### config.mk
export PLATFORM = sky130hd
export DESIGN_NAME = luhn_card_number_check
export DESIGN_NICKNAME = d
export VERILOG_FILES = /design/src/rtl/lcc_pkg.sv /design/src/rtl/lcc_front.sv /design/src/rtl/lcc_fifo.sv /design/src/rtl/lcc_back.sv /design/src/rtl/luhn_card_number_check.sv
export SDC_FILE = /design/constraint.sdc
export NUM_CORES = 1
export LEC_CHECK = 0
export BUFFER_PORTS_ARGS = -buffer_cell sky130_fd_sc_hd__buf_2
export CAP_MARGIN = 20
export CORE_ASPECT_RATIO = 2
export CORE_MARGIN = 10
export CORE_UTILIZATION = 55
export DETAILED_ROUTE_END_ITERATION = 8
export PLACE_DENSITY = 0.75
export SYNTH_ARGS = -nofsm -noshare
export SYNTH_HDL_FRONTEND = slang
export SYNTH_SLANG_ARGS = --single-unit
### constraint.sdc
create_clock -name clk -period 5.95 [get_ports clk]
set_input_delay 0.2975 -clock clk [delete_from_list [all_inputs] [get_ports clk]]
set_output_delay 0.2975 -clock clk [all_outputs]
set_load 0.03 [all_outputs]
### src/rtl/lcc_pkg.sv
// shared types and constants for the luhn card number checker
package lcc_pkg;

	localparam int SYM_W   = 8;
	localparam int CNT_W   = 6;
	localparam int SUM_W   = 4;
	localparam int STAT_W  = 3;
	localparam int DIGIT_W = 4;
	localparam int CFG_W   = 6;
	localparam int OUT_W   = 16;

	localparam logic [CNT_W-1:0] CNT_MAX        = 6'd63;
	localparam logic [CNT_W-1:0] MIN_DIGITS_RST = 6'd13;
	localparam logic [CNT_W-1:0] MAX_DIGITS_RST = 6'd19;

	localparam logic [SYM_W-1:0] CH_ZERO  = 8'h30;
	localparam logic [SYM_W-1:0] CH_NINE  = 8'h39;
	localparam logic [SYM_W-1:0] CH_SPACE = 8'h20;
	localparam logic [SYM_W-1:0] CH_DASH  = 8'h2d;

	// character classes
	localparam logic [1:0] KIND_NONE  = 2'd0;
	localparam logic [1:0] KIND_DIGIT = 2'd1;
	localparam logic [1:0] KIND_SKIP  = 2'd2;
	localparam logic [1:0] KIND_BAD   = 2'd3;

	// result status codes
	localparam logic [STAT_W-1:0] ST_OK      = 3'd0;
	localparam logic [STAT_W-1:0] ST_EMPTY   = 3'd1;
	localparam logic [STAT_W-1:0] ST_BADCHAR = 3'd2;
	localparam logic [STAT_W-1:0] ST_BADLEN  = 3'd3;
	localparam logic [STAT_W-1:0] ST_LUHN    = 3'd4;

	// config register indexes
	localparam logic REG_MIN_DIGITS = 1'b0;
	localparam logic REG_MAX_DIGITS = 1'b1;

	typedef struct packed {
		logic [1:0]         kind;
		logic [DIGIT_W-1:0] digit;
		logic               last;
	} cls_item_t;

	typedef struct packed {
		logic [CNT_W-1:0] min_digits;
		logic [CNT_W-1:0] max_digits;
	} len_cfg_t;

endpackage

### src/rtl/lcc_front.sv
// front end: classifies each item into none, digit, separator or bad
module lcc_front (
	input  logic [lcc_pkg::SYM_W-1:0] symbol,
	input  logic                      has_symbol,
	input  logic                      last,
	output logic                      push,
	output lcc_pkg::cls_item_t        item
);

	logic                        is_digit;
	logic [lcc_pkg::SYM_W-1:0]   offs;

	assign offs     = symbol - lcc_pkg::CH_ZERO;
	assign is_digit = (symbol >= lcc_pkg::CH_ZERO) && (symbol <= lcc_pkg::CH_NINE);

	always_comb begin
		item.last  = last;
		item.digit = offs[lcc_pkg::DIGIT_W-1:0];
		if (!has_symbol) begin
			item.kind = lcc_pkg::KIND_NONE;
		end else if (is_digit) begin
			item.kind = lcc_pkg::KIND_DIGIT;
		end else if (symbol == lcc_pkg::CH_SPACE || symbol == lcc_pkg::CH_DASH) begin
			item.kind = lcc_pkg::KIND_SKIP;
		end else begin
			item.kind = lcc_pkg::KIND_BAD;
		end
	end

	// a bare item that does not end the string changes nothing, drop it here
	assign push = has_symbol || last;

endmodule

### src/rtl/lcc_fifo.sv
// short queue of classified items between front and back
module lcc_fifo #(
	parameter int DEPTH = 4
) (
	input  logic               clk,
	input  logic               arst_n,
	input  logic               wr_en,
	input  lcc_pkg::cls_item_t wr_item,
	output logic               full,
	input  logic               rd_en,
	output lcc_pkg::cls_item_t rd_item,
	output logic               empty
);

	localparam int PTR_W = (DEPTH > 1) ? $clog2(DEPTH) : 1;
	localparam int CNT_W = $clog2(DEPTH + 1);

	lcc_pkg::cls_item_t mem_q [DEPTH];
	logic [PTR_W-1:0]   wr_ptr_q;
	logic [PTR_W-1:0]   rd_ptr_q;
	logic [CNT_W-1:0]   count_q;
	logic               do_wr;
	logic               do_rd;

	assign full    = (count_q == CNT_W'(DEPTH));
	assign empty   = (count_q == '0);
	assign do_wr   = wr_en && !full;
	assign do_rd   = rd_en && !empty;
	assign rd_item = mem_q[rd_ptr_q];

	always_ff @(posedge clk) begin
		if (do_wr) begin
			mem_q[wr_ptr_q] <= wr_item;
		end
	end

	always_ff @(posedge clk or negedge arst_n) begin
		if (!arst_n) begin
			wr_ptr_q <= '0;
			rd_ptr_q <= '0;
			count_q  <= '0;
		end else begin
			if (do_wr) begin
				wr_ptr_q <= (wr_ptr_q == PTR_W'(DEPTH - 1)) ? '0 : wr_ptr_q + 1'b1;
			end
			if (do_rd) begin
				rd_ptr_q <= (rd_ptr_q == PTR_W'(DEPTH - 1)) ? '0 : rd_ptr_q + 1'b1;
			end
			if (do_wr && !do_rd) begin
				count_q <= count_q + 1'b1;
			end else if (do_rd && !do_wr) begin
				count_q <= count_q - 1'b1;
			end
		end
	end

endmodule

### src/rtl/lcc_back.sv
// back end: running luhn sums, digit count, verdict and output register
module lcc_back (
	input  logic                        clk,
	input  logic                        arst_n,
	input  lcc_pkg::len_cfg_t           cfg,
	input  logic                        in_avail,
	input  lcc_pkg::cls_item_t          in_item,
	output logic                        pop,
	output logic                        m_tvalid,
	input  logic                        m_tready,
	output logic [lcc_pkg::OUT_W-1:0]   m_tdata
);

	logic                         seen_any_q;
	logic                         bad_char_q;
	logic [lcc_pkg::CNT_W-1:0]    digits_q;
	logic [lcc_pkg::SUM_W-1:0]    sum_even_q;
	logic [lcc_pkg::SUM_W-1:0]    sum_odd_q;
	logic                         out_valid_q;
	logic [lcc_pkg::OUT_W-1:0]    out_data_q;

	logic                         take_digit;
	logic [lcc_pkg::SUM_W:0]      dbl_raw;
	logic [lcc_pkg::SUM_W-1:0]    dbl;
	logic [lcc_pkg::SUM_W-1:0]    add_even;
	logic [lcc_pkg::SUM_W-1:0]    add_odd;
	logic [lcc_pkg::SUM_W:0]      raw_even;
	logic [lcc_pkg::SUM_W:0]      raw_odd;
	logic                         seen_n;
	logic                         bad_n;
	logic [lcc_pkg::CNT_W-1:0]    digits_n;
	logic [lcc_pkg::SUM_W-1:0]    sum_even_n;
	logic [lcc_pkg::SUM_W-1:0]    sum_odd_n;
	logic [lcc_pkg::SUM_W-1:0]    pick;
	logic [lcc_pkg::STAT_W-1:0]   status;
	logic                         out_free;

	assign out_free = !out_valid_q || m_tready;
	// items without last never touch the output register
	assign pop      = in_avail && (!in_item.last || out_free);

	// per-digit update, doubled value folded by subtracting 9
	assign take_digit = (in_item.kind == lcc_pkg::KIND_DIGIT) && (digits_q != lcc_pkg::CNT_MAX);
	assign dbl_raw    = {in_item.digit, 1'b0};
	assign dbl        = (dbl_raw > 5'd9) ? lcc_pkg::SUM_W'(dbl_raw - 5'd9)
	                                     : dbl_raw[lcc_pkg::SUM_W-1:0];
	assign add_even   = digits_q[0] ? in_item.digit : dbl;
	assign add_odd    = digits_q[0] ? dbl : in_item.digit;
	assign raw_even   = {1'b0, sum_even_q} + {1'b0, add_even};
	assign raw_odd    = {1'b0, sum_odd_q} + {1'b0, add_odd};

	always_comb begin
		seen_n     = seen_any_q || (in_item.kind != lcc_pkg::KIND_NONE);
		bad_n      = bad_char_q || (in_item.kind == lcc_pkg::KIND_BAD);
		digits_n   = digits_q;
		sum_even_n = sum_even_q;
		sum_odd_n  = sum_odd_q;
		if (take_digit) begin
			digits_n   = digits_q + 1'b1;
			sum_even_n = (raw_even >= 5'd10) ? lcc_pkg::SUM_W'(raw_even - 5'd10)
			                                 : raw_even[lcc_pkg::SUM_W-1:0];
			sum_odd_n  = (raw_odd >= 5'd10) ? lcc_pkg::SUM_W'(raw_odd - 5'd10)
			                                : raw_odd[lcc_pkg::SUM_W-1:0];
		end
	end

	assign pick = digits_n[0] ? sum_odd_n : sum_even_n;

	always_comb begin
		if (!seen_n) begin
			status = lcc_pkg::ST_EMPTY;
		end else if (bad_n) begin
			status = lcc_pkg::ST_BADCHAR;
		end else if (digits_n < cfg.min_digits || digits_n > cfg.max_digits) begin
			status = lcc_pkg::ST_BADLEN;
		end else if (pick != '0) begin
			status = lcc_pkg::ST_LUHN;
		end else begin
			status = lcc_pkg::ST_OK;
		end
	end

	always_ff @(posedge clk or negedge arst_n) begin
		if (!arst_n) begin
			seen_any_q  <= 1'b0;
			bad_char_q  <= 1'b0;
			digits_q    <= '0;
			sum_even_q  <= '0;
			sum_odd_q   <= '0;
			out_valid_q <= 1'b0;
		end else begin
			if (out_free) begin
				out_valid_q <= 1'b0;
			end
			if (pop) begin
				if (in_item.last) begin
					seen_any_q  <= 1'b0;
					bad_char_q  <= 1'b0;
					digits_q    <= '0;
					sum_even_q  <= '0;
					sum_odd_q   <= '0;
					out_valid_q <= 1'b1;
				end else begin
					seen_any_q <= seen_n;
					bad_char_q <= bad_n;
					digits_q   <= digits_n;
					sum_even_q <= sum_even_n;
					sum_odd_q  <= sum_odd_n;
				end
			end
		end
	end

	always_ff @(posedge clk) begin
		if (pop && in_item.last) begin
			out_data_q <= {6'd0, digits_n, status, (status == lcc_pkg::ST_OK)};
		end
	end

	assign m_tvalid = out_valid_q;
	assign m_tdata  = out_data_q;

endmodule

### src/rtl/luhn_card_number_check.sv
// luhn card number checker top level
//
// usage:
//   characters of a card number stream in on the s_ side, one item per cycle while s_tready is high
//   s_tdata carries the character byte, s_tuser says the byte is present,
//   s_tlast ends the string; spaces and dashes are skipped, digits counted
//   one result item leaves on the m_ side for each item with s_tlast set:
//   valid flag, status code and saturated digit count
//   throughput: one item per cycle sustained while results are taken, set by the
//   single add-mod-10 step of the back end
//   an accepted item is in the queue the next cycle, the back end reads it there
//   and registers the result in the output register; an item that ends a string
//   waits in the queue while the output register holds a result not yet taken
//   min and max length registers are written over the cfg port, by the user only
//   while idle, which the block does not enforce; reset clears the queue, the
//   per-string state and the output valid flag, and loads the length limits with 13 and 19
//   when the receiver stalls the result holds in the output register; items
//   that do not end a string keep draining until a string-ending item reaches
//   the head of the queue, which then fills; s_tready drops only once it is full
module luhn_card_number_check #(
	parameter int QUEUE_DEPTH = 4
) (
	input  logic        clk,
	input  logic        arst_n,
	// input stream
	input  logic        s_tvalid,
	output logic        s_tready,
	input  logic [7:0]  s_tdata,   // [7:0] symbol
	input  logic        s_tuser,   // [0] has_symbol
	input  logic        s_tlast,   // last
	// result stream
	output logic        m_tvalid,
	input  logic        m_tready,
	output logic [15:0] m_tdata,   // [0] valid_res, [3:1] status, [9:4] digit_count, rest zero
	// configuration writes
	input  logic        cfg_we,
	input  logic        cfg_addr,
	input  logic [5:0]  cfg_wdata
);

	lcc_pkg::len_cfg_t  cfg_q;
	lcc_pkg::cls_item_t front_item;
	lcc_pkg::cls_item_t queue_item;
	logic               front_push;
	logic               queue_full;
	logic               queue_empty;
	logic               back_pop;

	// length limit registers
	always_ff @(posedge clk or negedge arst_n) begin
		if (!arst_n) begin
			cfg_q.min_digits <= lcc_pkg::MIN_DIGITS_RST;
			cfg_q.max_digits <= lcc_pkg::MAX_DIGITS_RST;
		end else if (cfg_we) begin
			case (cfg_addr)
				lcc_pkg::REG_MIN_DIGITS: cfg_q.min_digits <= cfg_wdata;
				lcc_pkg::REG_MAX_DIGITS: cfg_q.max_digits <= cfg_wdata;
				default: ;
			endcase
		end
	end

	// classify each character as it arrives
	lcc_front u_front (
		.symbol     (s_tdata),
		.has_symbol (s_tuser),
		.last       (s_tlast),
		.push       (front_push),
		.item       (front_item)
	);

	// accept whenever the queue has room; dropped bare items still handshake
	assign s_tready = !queue_full;

	lcc_fifo #(
		.DEPTH (QUEUE_DEPTH)
	) u_fifo (
		.clk     (clk),
		.arst_n  (arst_n),
		.wr_en   (s_tvalid && front_push),
		.wr_item (front_item),
		.full    (queue_full),
		.rd_en   (back_pop),
		.rd_item (queue_item),
		.empty   (queue_empty)
	);

	// running sums and verdict
	lcc_back u_back (
		.clk      (clk),
		.arst_n   (arst_n),
		.cfg      (cfg_q),
		.in_avail (!queue_empty),
		.in_item  (queue_item),
		.pop      (back_pop),
		.m_tvalid (m_tvalid),
		.m_tready (m_tready),
		.m_tdata  (m_tdata)
	);

endmodule

# [Yosys cells after proc, flatten, opt, wreduce, memory -nomap -nowiden]
# Memories as Yosys holds them, arrays and structs flattened.
# Cells that the tools add are included.
[word_totals] register_bits=46 latch_bits=0 mem_bits_rw=28 rom_bits=0 output_inout_bits=18 elab_cells=99 n_memories=1
[op_classes] n_addsub=11 mul=0 div=0 order_cmp=7 n_eq_ne=8 shift=0 muxes=30 bitwise=1 reduce_logical=29
[mem_list] memory="u_fifo.mem_q" depth=4 word_bits=7 read_ports=1 rd_clocked_by_memory_dff=0 write_ports=1 line="lcc_fifo.sv:18" source="lcc_pkg::cls_item_t mem_q [DEPTH];"
[ops] op="4-bit 2-to-1 mux" count=10
[ops] op="3-bit 2-to-1 mux" count=6
[ops] op="8-bit by 6-bit == test with 1-bit output (second input constant)" count=2
[ops] op="6-bit 2-to-1 mux" count=2
[ops] op="4-bit subtractor (second input constant)" count=3
[ops] op="4-bit by 4-bit adder with 5-bit output" count=2
[ops] op="5-bit by 4-bit >= comparator with 1-bit output (second input constant)" count=2
[ops] op="1-bit logical AND" count=9
[ops] op="8-bit by 6-bit >= comparator with 1-bit output (second input constant)" count=1
[ops] op="8-bit by 6-bit less-or-equal comparator with 1-bit output (second input constant)" count=1
[ops] op="1-bit 2-to-1 mux" count=8
[ops] op="2-bit 2-to-1 mux" count=4
[ops] op="1-bit logical OR" count=7
[ops] op="6-bit by 1-bit adder with 6-bit output (second input constant)" count=1
[ops] op="2-bit == test (second input constant)" count=3
[ops] op="6-bit greater-than comparator" count=1
[ops] op="1-bit logical NOT" count=6
[ops] op="3-bit logical NOT" count=2
[ops] op="6-bit < comparator" count=1
[ops] op="6-bit inequality test (second input constant)" count=1
[ops] op="5-bit by 4-bit greater-than comparator with 1-bit output (second input constant)" count=1
[ops] op="2-bit by 1-bit adder with 2-bit output (second input constant)" count=2
[ops] op="2-bit AND reduction" count=2
[ops] op="2-bit nonzero test" count=2
[ops] op="7 further kinds" count=7

# [Depth between registers and ports, before layout]
# Gate-level depths: netlist of run 1.
# An unclocked memory read counts as a cell.
[logic_depth] ltp_word=15 mapped_depth=20 ltp_nobuf=19

# [Modules after synthesis]
# From an unflattened synthesis of run 1, not the netlist that was laid out.
[unflattened] cells_unflattened=377 hier_area_um2=4254.1
[by_module_without_submodules] module="lcc_back" n_inst=1 cells_each=258 area_per_inst_um2=2199.6 seq_area_each_um2=725.7
[by_module_without_submodules] module="lcc_fifo" n_inst=1 cells_each=74 area_per_inst_um2=1475.2 seq_area_each_um2=1016.0
[by_module_without_submodules] module="luhn_card_number_check" n_inst=1 cells_each=30 area_per_inst_um2=485.5 seq_area_each_um2=307.8
[by_module_without_submodules] module="lcc_front" n_inst=1 cells_each=15 area_per_inst_um2=93.8 seq_area_each_um2=0.0

# [Worst setup path after synthesis of run 1]
# Ideal clock, no wire load.
[synth_path] kind="register to register" from="register u_fifo.rd_ptr_q[0]" to="register u_back.out_data_q (netlist bit u_back.m_tdata[3]), data pin" setup_ns=0.254 arrival_ns=4.078 t_required_ns=5.696 setup_slack_ns=1.618 path_stages_with_launch=21 path_cell_list="dfrtp_1 -> buf_6 -> mux4_2 -> inv_1 -> ha_1 -> inv_1 -> a21oi_1 -> xnor2_1 -> o21ai_0 -> inv_1 -> fa_1 -> xor2_1 -> ha_1 -> nor2b_1 -> o311ai_1 -> o211ai_1 -> a31oi_1 -> or4_1 -> a21oi_1 -> a32o_2 -> nor2_1"
[synth_between] elab_chain_len=14 word_cells_on_any_way=32 classes_between="5 x add/sub; 5 x order compare; 2 x eq/ne; 13 x mux; 6 x reduce/logical; 1 x memory"
[synth_rtl] item="from (decl)" line="lcc_fifo.sv:20" source="logic [PTR_W-1:0] rd_ptr_q;"
[synth_rtl] item="from (signal assigned)" line="lcc_fifo.sv:47" source="rd_ptr_q <= (rd_ptr_q == PTR_W'(DEPTH - 1)) ? '0 : rd_ptr_q + 1'b1;"
[synth_rtl] item="memory read 4 x 7 bit *"
[synth_rtl] item="4-bit subtractor or 5-bit by 4-bit greater-than comparator with 1-bit output (tied branches)" line="lcc_back.sv:45" source="assign dbl = (dbl_raw > 5'd9) ? lcc_pkg::SUM_W'(dbl_raw - 5'd9)"
[synth_rtl] item="4-bit 2-to-1 mux" line="lcc_back.sv:45"
[synth_rtl] item="4-bit 2-to-1 mux (on tied branches)" line="lcc_back.sv:47, lcc_back.sv:48"
[synth_rtl] item="4-bit by 4-bit adder with 5-bit output (on tied branches)" line="lcc_back.sv:49, lcc_back.sv:50"
[synth_rtl] item="4-bit subtractor (tied with other cells)" line="lcc_back.sv:60" source="sum_even_n = (raw_even >= 5'd10) ? lcc_pkg::SUM_W'(raw_even - 5'd10)"
[synth_rtl] item="4-bit 2-to-1 mux (on tied branches)" line="lcc_back.sv:60, lcc_back.sv:62"
[synth_rtl] item="4-bit 2-to-1 mux" line="lcc_back.sv:58" source="if (take_digit) begin"
[synth_rtl] item="4-bit 2-to-1 mux" line="lcc_back.sv:67" source="assign pick = digits_n[0] ? sum_odd_n : sum_even_n;"
[synth_rtl] item="4-bit nonzero test" line="lcc_back.sv:76" source="end else if (pick != '0) begin"
[synth_rtl] item="3-bit 2-to-1 mux" line="lcc_back.sv:76"
[synth_rtl] item="3-bit 2-to-1 mux" line="lcc_back.sv:74" source="end else if (digits_n < cfg.min_digits || digits_n > cfg.max_digits) begin"
[synth_rtl] item="3-bit 2-to-1 mux" line="lcc_back.sv:72" source="end else if (bad_n) begin"
[synth_rtl] item="3-bit 2-to-1 mux *" line="lcc_back.sv:70" source="if (!seen_n) begin"
[synth_rtl] item="via u_back.status, one bit" line="lcc_back.sv:35" source="logic [lcc_pkg::STAT_W-1:0] status;"
[synth_rtl] item="to (signal assigned)" line="lcc_back.sv:116" source="out_data_q <= {6'd0, digits_n, status, (status == lcc_pkg::ST_OK)};"
[synth_rtl] item="to (decl)" line="lcc_back.sv:20" source="logic [lcc_pkg::OUT_W-1:0] out_data_q;"
# The timed path passes the listed nets; every way through them passes the cells marked *.
# A chain may end at the register's enable or synchronous reset.

# [Worst setup path after layout of run 1]
# Ends and elaborated chain as after synthesis.

==> flow_metrics.tcl, run 1 <==
set metrics [dict create \
    status "finished clean" \
    synth_area_mm2 0.004185 \
    timing.hold.ws_ns 0.06578 \
    syn_avg_cell_area_um2 11.07 \
    final.min_clock_period_ns 5.083 \
    drv_cap 0 \
    dp_hpwl_um 6426 \
    wl_um 8705 \
    seq_area_frac_synth_pct 48.97 \
    route.detailed.drc 0 \
    via_per_inst 5.731 \
    cts_resized 0 \
    startpoint_type "register" \
    vias 2917 \
    synth_edf_count 38 \
    wl_met3_um 267 \
    syn-instance-count 378 \
    cts_root_buf "clkbuf_16" \
    final_cell_mix "38 x edfxtp_1, 33 x buf_2, 32 x nand2_1" \
    dr.max_layer_used "met4" \
    cts_sinks 74 \
    finClkSkew_ns 0.006494 \
    min_period_over_period_pct 85.42 \
    min_path_type "in -> async" \
    clockBufferDepth 2 \
    grt_pass1_wl_um 14270 \
    first_pass_iters 4 \
    crit_slowest_cell "dfrtp_1" \
    hold_viol_final 0 \
    rsz0062_at_grt "false" \
    path_cells "mux4_2 -> inv_1 -> ha_1 -> inv_1 -> a21oi_1 -> xnor2_1 -> o21ai_0 -> inv_1 -> fa_1 -> xor2_1 -> ha_1 -> nor2b_1 -> o311ai_1 -> o211ai_1 -> a31oi_1 -> or4_1 -> a21oi_1 -> a32o_2 -> nor2_1" \
    clkLatencyLatePin_ns 0.33 \
    cts_tree "built" \
    synth-seq-cells 74 \
    worstMarginPinSlew_ns 1.036 \
    chipWidth_um 81.68 \
    htreeDepth 3 \
    synth_cell_types 56 \
    rows 45 \
    cpPeakStageDelay_ns 0.64 \
    met2WireLength_um 4625 \
    ios 40 \
    drive_above_1_share_pct 18.55 \
    post-cts-setup-buffers 0 \
    p_leak_nw 2.035 \
    grtUsageTotal_pct 15.83 \
    gp_congestion 0.8865 \
    fin_nets 465 \
    yosysWarnings 0 \
    fp.dieArea_mm2 0.01171 \
    drv_slew 0 \
    wl_per_cell_um 17.10 \
    die-height_um 143.4 \
    worst_ep_arrival_time_ns 5.17 \
    clk_pin_slew_ns 0.05 \
    critical_path_class "reg -> reg" \
    setup_violations 0 \
    crit_top_cell "inv_1" \
    grt_max_degree 37 \
    area_growth_pct 10.88 \
    met1Wirelength_um 3552 \
    cp_max_fo 10 \
    fin_setup_tns_ns 0 \
    layout_commonest_cell "edfxtp_1" \
    worst_ir_drop_vdd_v 0.0004907 \
    required_ns 6.04 \
    io_buffer_count 33 \
    antenna_found_initial 0 \
    core_mm2 0.007488 \
    grt_pass1_vias 2973 \
    numCtsBuffers 9 \
    synthArstFlopShare_pct 48.65 \
    crit_path_end_kind "register" \
    gr-total-overflow 0 \
    start_util_pct 55.89 \
    max_freq_ghz 0.1967 \
    drt-initial-drc-count 195 \
    slew_headroom_pct 30.66 \
    holdBufCountCts 0 \
    synth_ff_type "edfxtp_1" \
    pre_cts_slack_ns 0.9564 \
    setup_slack_ns 0.8672 \
    postRouteAntennaNets 0 \
    fillers 588 \
    antennaDiodeCount 0 \
    powerDensity_mw_per_mm2 586.3 \
]
final cells by class:
cell class / instances / area [um2] / share of cell area [%]
Inverter: 31 / 116.4 / 2.507
Clock inverter: 6 / 25.02 / 0.5392
Multi-Input combinational cell: 262 / 1942 / 41.84
Timing Repair Buffer: 33 / 165.2 / 3.559
Clock buffer: 9 / 225.2 / 4.853
Sequential cell: 74 / 2049 / 44.16
Tap cell: 94 / 117.6 / 2.534
Yosys cell counts (2+ instances only):
| cell type | count | share of area [%] |
|---|---|---|
| a22o_1 | 4 | 0.84 |
| nor3_1 | 8 | 0.96 |
| inv_1 | 30 | 2.7 |
| o21ai_0 | 30 | 3.6 |
| a21o_1 | 11 | 2.0 |
| clkbuf_1 | 6 | 0.54 |
| o31ai_1 | 2 | 0.36 |
| xnor2_1 | 9 | 1.9 |
| o22ai_1 | 3 | 0.45 |
| nor2_1 | 26 | 2.3 |
| o21a_1 | 3 | 0.54 |
| mux4_2 | 7 | 3.8 |
| dfstp_2 | 6 | 3.8 |
| nand4_1 | 4 | 0.60 |
| nand3_1 | 7 | 0.84 |
| nand2_1 | 32 | 2.9 |
| a21oi_1 | 18 | 2.2 |
| and3_1 | 7 | 1.0 |
| buf_4 | 7 | 1.3 |
| nor2b_1 | 4 | 0.60 |
| nand2b_1 | 2 | 0.30 |
| and2_1 | 5 | 0.75 |
| dfrtp_1 | 30 | 18 |
| ha_1 | 29 | 8.7 |
| or4_1 | 3 | 0.54 |
| fa_1 | 3 | 1.4 |
| edfxtp_1 | 38 | 27 |
| mux2_2 | 11 | 3.0 |
| mux2i_1 | 3 | 0.72 |
| xor2_1 | 4 | 0.84 |
logic make-up after synthesis:
kind of cell | share of synthesized area, %
compound gates | 12.86
xor+xnor | 3.378
fa+ha+maj | 10.10
buf+inv | 5.082
flops | 48.97
mux | 7.444
other cells | 0.08960
simple gates | 12.08
flip-flops by register name, indices dropped and copies added (netlist names):
signal / cells
u_back.sum_odd_q: 4
u_fifo.mem_q: 28
u_fifo.wr_ptr_q: 2
u_back.seen_any_q: 1
u_back.digits_q: 6
u_back.bad_char_q: 1
cfg_q: 12
u_fifo.rd_ptr_q: 2
u_back.sum_even_q: 4
u_back.m_tvalid: 1
u_back.m_tdata: 10
u_fifo.count_q: 3
where the power goes:
group | switching (W) | leakage (nW) | internal [W] | total (W)
combinational | 0.000897 | 1.11 | 0.000572 | 0.00147
clock | 0.000190 | 0.125 | 0.000272 | 0.000462
sequential | 0.0000954 | 0.796 | 0.000694 | 0.000790
stage by stage:
step / power, W / cell area (um2) / std cells / util [%]
global placement: 0.002153 / 4390 / 494 / 58.63
floorplan: 0.001927 / 4204 / 383 / -
detailed placement: 0.002240 / 4390 / 494 / 58.63
finish: 0.002721 / 4641 / 509 / 61.97
global route: 0.002934 / 4641 / 509 / 61.97
CTS: 0.002727 / 4641 / 509 / 61.97
path summary, 6_finish.rpt:
path | endpoint | cells after the start | slack, ns | startpoint
min in group clk | cfg_q[10] | 3 | 0.19 | cfg_wdata[4]
max in group asynchronous | u_back.sum_even_q[1] | 1 | 5.36 | arst_n
max | u_back.m_tdata[3] | 19 | 0.87 | u_fifo.rd_ptr_q[0]
min reg2reg | cfg_q[2] | 1 | 0.51 | cfg_q[2]
min | u_fifo.wr_ptr_q[1] | 1 | 0.07 | arst_n
max reg2reg | u_back.m_tdata[3] | 19 | 0.87 | u_fifo.rd_ptr_q[0]
routing by layer:
metal  up-vias  track usage [%]
li1       1415                -
met1      1434            18.83
met2        50            25.81
met3        18            3.880
met4         0            7.568
met5         -                0
worst max-delay path: cells and delay by family (launching register included):
| family | cells | cell delay [ns] |
|---|---|---|
| buffers and inverters | 3 | 0.27 |
| flip-flops | 1 | 0.64 |
| AO/OA/AOI/OAI | 7 | 1.32 |
| multiplexers | 1 | 0.59 |
| adder cells (fa/ha/maj) | 3 | 0.93 |
| AND/OR/NAND/NOR | 3 | 0.64 |
| XOR/XNOR | 2 | 0.44 |
Note: power is estimated with default switching activity, not from simulation.
==> run 2, diff against run 1 <==
--- a/config.mk
+++ b/config.mk
@@ -9,9 +9,9 @@
 export CAP_MARGIN = 20
 export CORE_ASPECT_RATIO = 2
 export CORE_MARGIN = 10
-export CORE_UTILIZATION = 55
+export CORE_UTILIZATION = 54
 export DETAILED_ROUTE_END_ITERATION = 8
-export PLACE_DENSITY = 0.75
+export PLACE_DENSITY = 0.77
 export SYNTH_ARGS = -nofsm -noshare
 export SYNTH_HDL_FRONTEND = slang
 export SYNTH_SLANG_ARGS = --single-unit
==> constraint.sdc (replaced) <==
create_clock -name clk -period 4.1 [get_ports clk]
set_input_delay 0.205 -clock clk [delete_from_list [all_inputs] [get_ports clk]]
set_output_delay 0.205 -clock clk [all_outputs]
set_load 0.03 [all_outputs]
==> flow_metrics.tcl, run 2 (synthesis results as in run 1) <==
set metrics [dict create \
    regMostFlops "u_fifo.mem_q" \
    violations "negative setup slack" \
    clockBufferDepth 2 \
    gr-total-overflow 0 \
    drive_above_1_share_pct 27.38 \
    timing.rr.end "u_back.m_tdata[3]" \
    fp.dieArea_mm2 0.01189 \
    core_mm2 0.007601 \
    postRouteAntennaNets 0 \
    gp_congestion 0.9109 \
    first_pass_iters 4 \
    die-height_um 144.5 \
    setup_slack_ns -0.09861 \
    cts_root_buf "clkbuf_16" \
    finClkSkew_ns 0.007125 \
    htreeDepth 3 \
    total_power_w 0.004576 \
    status "finished, violations left" \
    fin_nets 491 \
    rrSetupSlack_ns -0.1 \
    drt-initial-drc-count 95 \
    hold_viol_final 0 \
    rsz0062_at_grt "true" \
    r2r_cells 19 \
    grt_pass1_vias 3231 \
    powerDensity_mw_per_mm2 925.4 \
    p_clk_share_pct 14.8 \
    startpoint_type "register" \
    ios 40 \
    area_growth_pct 18.15 \
    multi_input_area_mm2 0.002046 \
    p_comb_share_pct 60.8 \
    via_per_inst 5.716 \
    vias 3064 \
    grtUsageTotal_pct 16.41 \
    worst_ep_arrival_time_ns 4.29 \
    timing.hold.ws_ns 0.09144 \
    min_path_type "in -> reg" \
    largest_register_ffs 28 \
    post-route-util_pct 65.05 \
    crit_slowest_cell "mux4_2" \
    drv_cap 0 \
    required_ns 4.19 \
    antenna_found_initial 0 \
    grt_pass1_wl_um 14850 \
    wl_per_cell_um 17.19 \
    path_cells "mux4_2 -> inv_2 -> ha_4 -> inv_2 -> a21oi_4 -> xnor2_2 -> o21ai_2 -> inv_1 -> fa_2 -> xor2_2 -> ha_2 -> nor2b_4 -> o311ai_4 -> o211ai_1 -> a31oi_2 -> or4_4 -> a21oi_2 -> a32o_2 -> nor2_1" \
    seq_area_mm2 0.002051 \
    worst_ir_drop_vdd_v 0.0005651 \
    fin_setup_tns_ns -0.1658 \
    final_cell_mix "38 x edfxtp_1, 33 x buf_2, 32 x nand2_1" \
    crit_path_end_kind "register" \
    start_util_pct 55.06 \
    switching_share_pct 42.14 \
    cpPeakStageDelay_ns 0.53 \
    cp_max_fo 5 \
    wl_um 9216 \
    clk_pin_slew_ns 0.05 \
    dp_hpwl_um 6805 \
    cts_tree "built" \
    crit_top_cell "inv_2" \
    rows 45 \
    critPathCapture "u_back.m_tdata[3]" \
    final.min_clock_period_ns 4.199 \
    setup_violations 2 \
    min_period_over_period_pct 102.4 \
    critical_path_class "reg -> reg" \
    drv_slew 0 \
    route.detailed.drc 0 \
    chipWidth_um 82.25 \
    antennaDiodeCount 0 \
    cts_sinks 74 \
    grt_max_degree 37 \
    slew_headroom_pct 31.76 \
    r2r_start "u_fifo.rd_ptr_q[0]" \
    p_int_w 0.002648 \
    worstMarginPinSlew_ns 1.020 \
    p_seq_share_pct 24.4 \
    p_sw_w 0.001928 \
    max_freq_ghz 0.2382 \
    critPathLaunch "u_fifo.rd_ptr_q[0]" \
    fillers 614 \
    clkLatencyLatePin_ns 0.34 \
    holdCritStartpoint "cfg_wdata[1]" \
    io_buffer_count 33 \
    pre_cts_slack_ns -0.1186 \
    numCtsBuffers 9 \
    p_leak_nw 2.170 \
    layout_commonest_cell "edfxtp_1" \
]
run 2: changes by cell type in the layout (fill, tap and decap cells not counted), sizes merged:
cell and delta:
buf +25, clkbuf +6, clkinv -5, dlygate4sd3 +1
run 2: metal layers:
metal / track usage (%) / up-vias / wire (um)
met3: 3.296 / 37 / 275
li1: - / 1470 / -
met2: 27.79 / 65 / 4987
met5: 0 / - / 0
met4: 13.87 / 0 / 607
met1: 16.23 / 1492 / 3345
run 2: worst min-delay path by stage:
| stage | end | depth (start not counted) |
|---|---|---|
| floorplan | cfg_q[10] | 0 |
| global placement | cfg_q[3] | 1 |
| detailed placement | u_back.bad_char_q | 1 |
| CTS | cfg_q[7] | 3 |
| global route | u_fifo.mem_q[3][0] | 1 |
| finish | cfg_q[7] | 3 |
run 2: final cells by class:
| cell class | instances | area share, % |
|---|---|---|
| flip-flops and latches | 74 | 41.47 |
| multi-input cells | 262 | 41.37 |
| repair buffers | 59 | 7.338 |
| clock buffers | 15 | 5.010 |
| well taps | 94 | 2.379 |
| inverters | 31 | 2.353 |
| clock inverters | 1 | 0.07591 |
run 2: power by group through the flow:
stage                     Sequential, W  Combinational [W]  Clock [W]
after floorplan                 0.00120            0.00163          0
after global placement          0.00112            0.00233          0
after detailed placement        0.00113            0.00240          0
after CTS                       0.00112            0.00248   0.000690
after global routing            0.00114            0.00305   0.000718
final                           0.00111            0.00278   0.000677
run 2: what timing repair did:
action | in CTS | in global routing
endpoints found under the hold margin | 30 | 0
pin swaps | 3 | 14
hold buffers | 1 | 0
buffers inserted | 2 | 4
setup endpoints to repair | 2 | 2
gates resized for setup | 4 | 18
run 2: critical path, delay by kind of cell, from the launching register on:
kind | cells | cell delay, ns
compound gates | 7 | 1.09
xor+xnor | 2 | 0.28
fa+ha+maj | 3 | 0.70
buf+inv | 3 | 0.21
flops | 1 | 0.40
mux | 1 | 0.53
simple gates | 3 | 0.72
run 2: stage by stage:
stage	cells	cell area, um2
2_1_floorplan	383	4220
3_3_place_gp	513	4549
3_5_place_dp	513	4549
4_1_cts	532	4838
5_1_grt	536	4945
6_report	536	4945
==> run 3, diff against run 2 <==
--- a/config.mk
+++ b/config.mk
@@ -9,9 +9,9 @@
 export CAP_MARGIN = 20
 export CORE_ASPECT_RATIO = 2
 export CORE_MARGIN = 10
-export CORE_UTILIZATION = 54
+export CORE_UTILIZATION = 50
 export DETAILED_ROUTE_END_ITERATION = 8
-export PLACE_DENSITY = 0.77
+export PLACE_DENSITY = 0.72
 export SYNTH_ARGS = -nofsm -noshare
 export SYNTH_HDL_FRONTEND = slang
 export SYNTH_SLANG_ARGS = --single-unit
==> flow_metrics.tcl, run 3 (synthesis results as in run 1) <==
set metrics [dict create \
    rows 47 \
    grt_pass1_wl_um 15240 \
    powerDensity_mw_per_mm2 931.7 \
    placed_cells 521 \
    finalNonFillerCells 542 \
    max_freq_ghz 0.2464 \
    grt_max_degree 37 \
    antennaDiodeCount 0 \
    wl_um 9413 \
    fin_nets 493 \
    final.min_clock_period_ns 4.059 \
    dp_hpwl_um 7040 \
    core_mm2 0.008233 \
    start_util_pct 50.84 \
    grt_pass1_vias 3205 \
    drv_slew 0 \
    numCtsBuffers 9 \
    route.detailed.drc 0 \
    critical_path_class "reg -> reg" \
    min_period_over_period_pct 99.00 \
    dpl_cell_area_mm2 0.004584 \
    final_cell_area_mm2 0.005054 \
    grtUsageTotal_pct 14.89 \
    regMostFlops "u_fifo.mem_q" \
    setup_violations 0 \
    setup_slack_ns 0.04089 \
    cp_max_fo 4 \
    rsz0062_at_grt "true" \
    startpoint_type "register" \
    min_path_cells 3 \
    area_growth_pct 20.75 \
    via_per_inst 5.683 \
    antenna_found_initial 0 \
    layout_commonest_cell "edfxtp_1" \
    wl_per_cell_um 17.37 \
    final_cell_mix "38 x edfxtp_1, 33 x buf_2, 32 x nand2_1" \
    min_path_type "in -> reg" \
    fin_setup_tns_ns 0 \
    worst_ir_drop_vdd_v 0.0005127 \
    required_ns 4.18 \
    post-route-util_pct 61.38 \
    postRouteAntennaNets 0 \
    clkLatencyLatePin_ns 0.33 \
    cts_sinks 74 \
    clk_pin_slew_ns 0.06 \
    slew_headroom_pct 34.59 \
    chipWidth_um 84.70 \
    io_buffer_count 33 \
    cts_tree "built" \
    gp_congestion 0.8628 \
    cts_root_buf "clkbuf_16" \
    htreeDepth 3 \
    worst_ep_arrival_time_ns 4.14 \
    drive_above_1_share_pct 28.60 \
    largest_register_ffs 28 \
    r2r_cells 19 \
    ios 40 \
    pre_cts_slack_ns -0.1593 \
    die-height_um 149.4 \
    hold_viol_final 0 \
    vias 3080 \
    drt-initial-drc-count 152 \
    first_pass_iters 4 \
    drv_cap 0 \
    gr-total-overflow 0 \
    fp.dieArea_mm2 0.01265 \
    status "finished clean" \
    clockBufferDepth 2 \
    p_leak_nw 2.222 \
    finClkSkew_ns 0.003658 \
    crit_path_end_kind "register" \
    worstMarginPinSlew_ns 0.9776 \
]
==> run 3: critical path, stage by stage (launching register included) <==
cell,delay [ns]
dfrtp_2,0.42
mux4_2,0.55
inv_2,0.11
ha_4,0.14
inv_2,0.04
a21oi_4,0.18
xnor2_2,0.11
o21ai_2,0.14
inv_1,0.07
fa_2,0.36
xor2_2,0.15
ha_2,0.20
nor2b_4,0.16
o311ai_4,0.11
o211ai_1,0.18
a31oi_1,0.07
or4_1,0.44
a21oi_2,0.16
a32o_2,0.16
nor2_1,0.05
==> run 3: final timing paths <==
check	start	end	slack, ns
setup / recovery	u_fifo.rd_ptr_q[0]	u_back.m_tdata[3]	0.04
hold / removal	cfg_wdata[3]	cfg_q[9]	0.10
setup reg to reg	u_fifo.rd_ptr_q[0]	u_back.m_tdata[3]	0.04
hold reg to reg	cfg_q[2]	cfg_q[2]	0.51
max in group asynchronous	arst_n	u_fifo.rd_ptr_q[0]	3.03
min in group asynchronous	arst_n	cfg_q[10]	0.50
==> run 3: report_power, final <==
group          internal [W]  switching [W]
registers           0.00101       0.000111
logic               0.00121        0.00150
clock network      0.000592       0.000294
==> run 3: per-layer routing <==
layer,vias up,wire length (um),track usage (%)
met5,-,0,0
met4,0,348,9.354
met3,25,270,2.243
met2,69,5430,28.68
met1,1514,3363,13.92
li1,1472,-,-
==> run 3: through the flow <==
| stage | total power (W) | hold WS, ns |
|---|---|---|
| floorplan | 0.002831 | -0.09059 |
| global placement | 0.003477 | 0.3360 |
| detailed placement | 0.003556 | 0.3435 |
| CTS | 0.004516 | 0.09039 |
| global route | 0.005034 | 0.1104 |
| finish | 0.004709 | 0.1005 |
==> run 3: what timing repair did <==
action / CTS / global route
pin swaps: 4 / 4
resized for setup: 4 / 18
hold buffers: 1 / 0
endpoints found under the setup margin: 2 / 2
buffers inserted: 2 / 2
cloned: 0 / 0
hold endpoints to repair: 30 / 0
==> run 3: area by class of cell <==
class | count | area, um2
fillers | 674 | 3179
clock buffers | 9 | 225.2
flip-flops and latches | 74 | 2051
repair buffers | 61 | 385.4
multi-input cells | 262 | 2036
well taps | 98 | 122.6
inverters | 31 | 116.4
clock inverters | 7 | 117.6
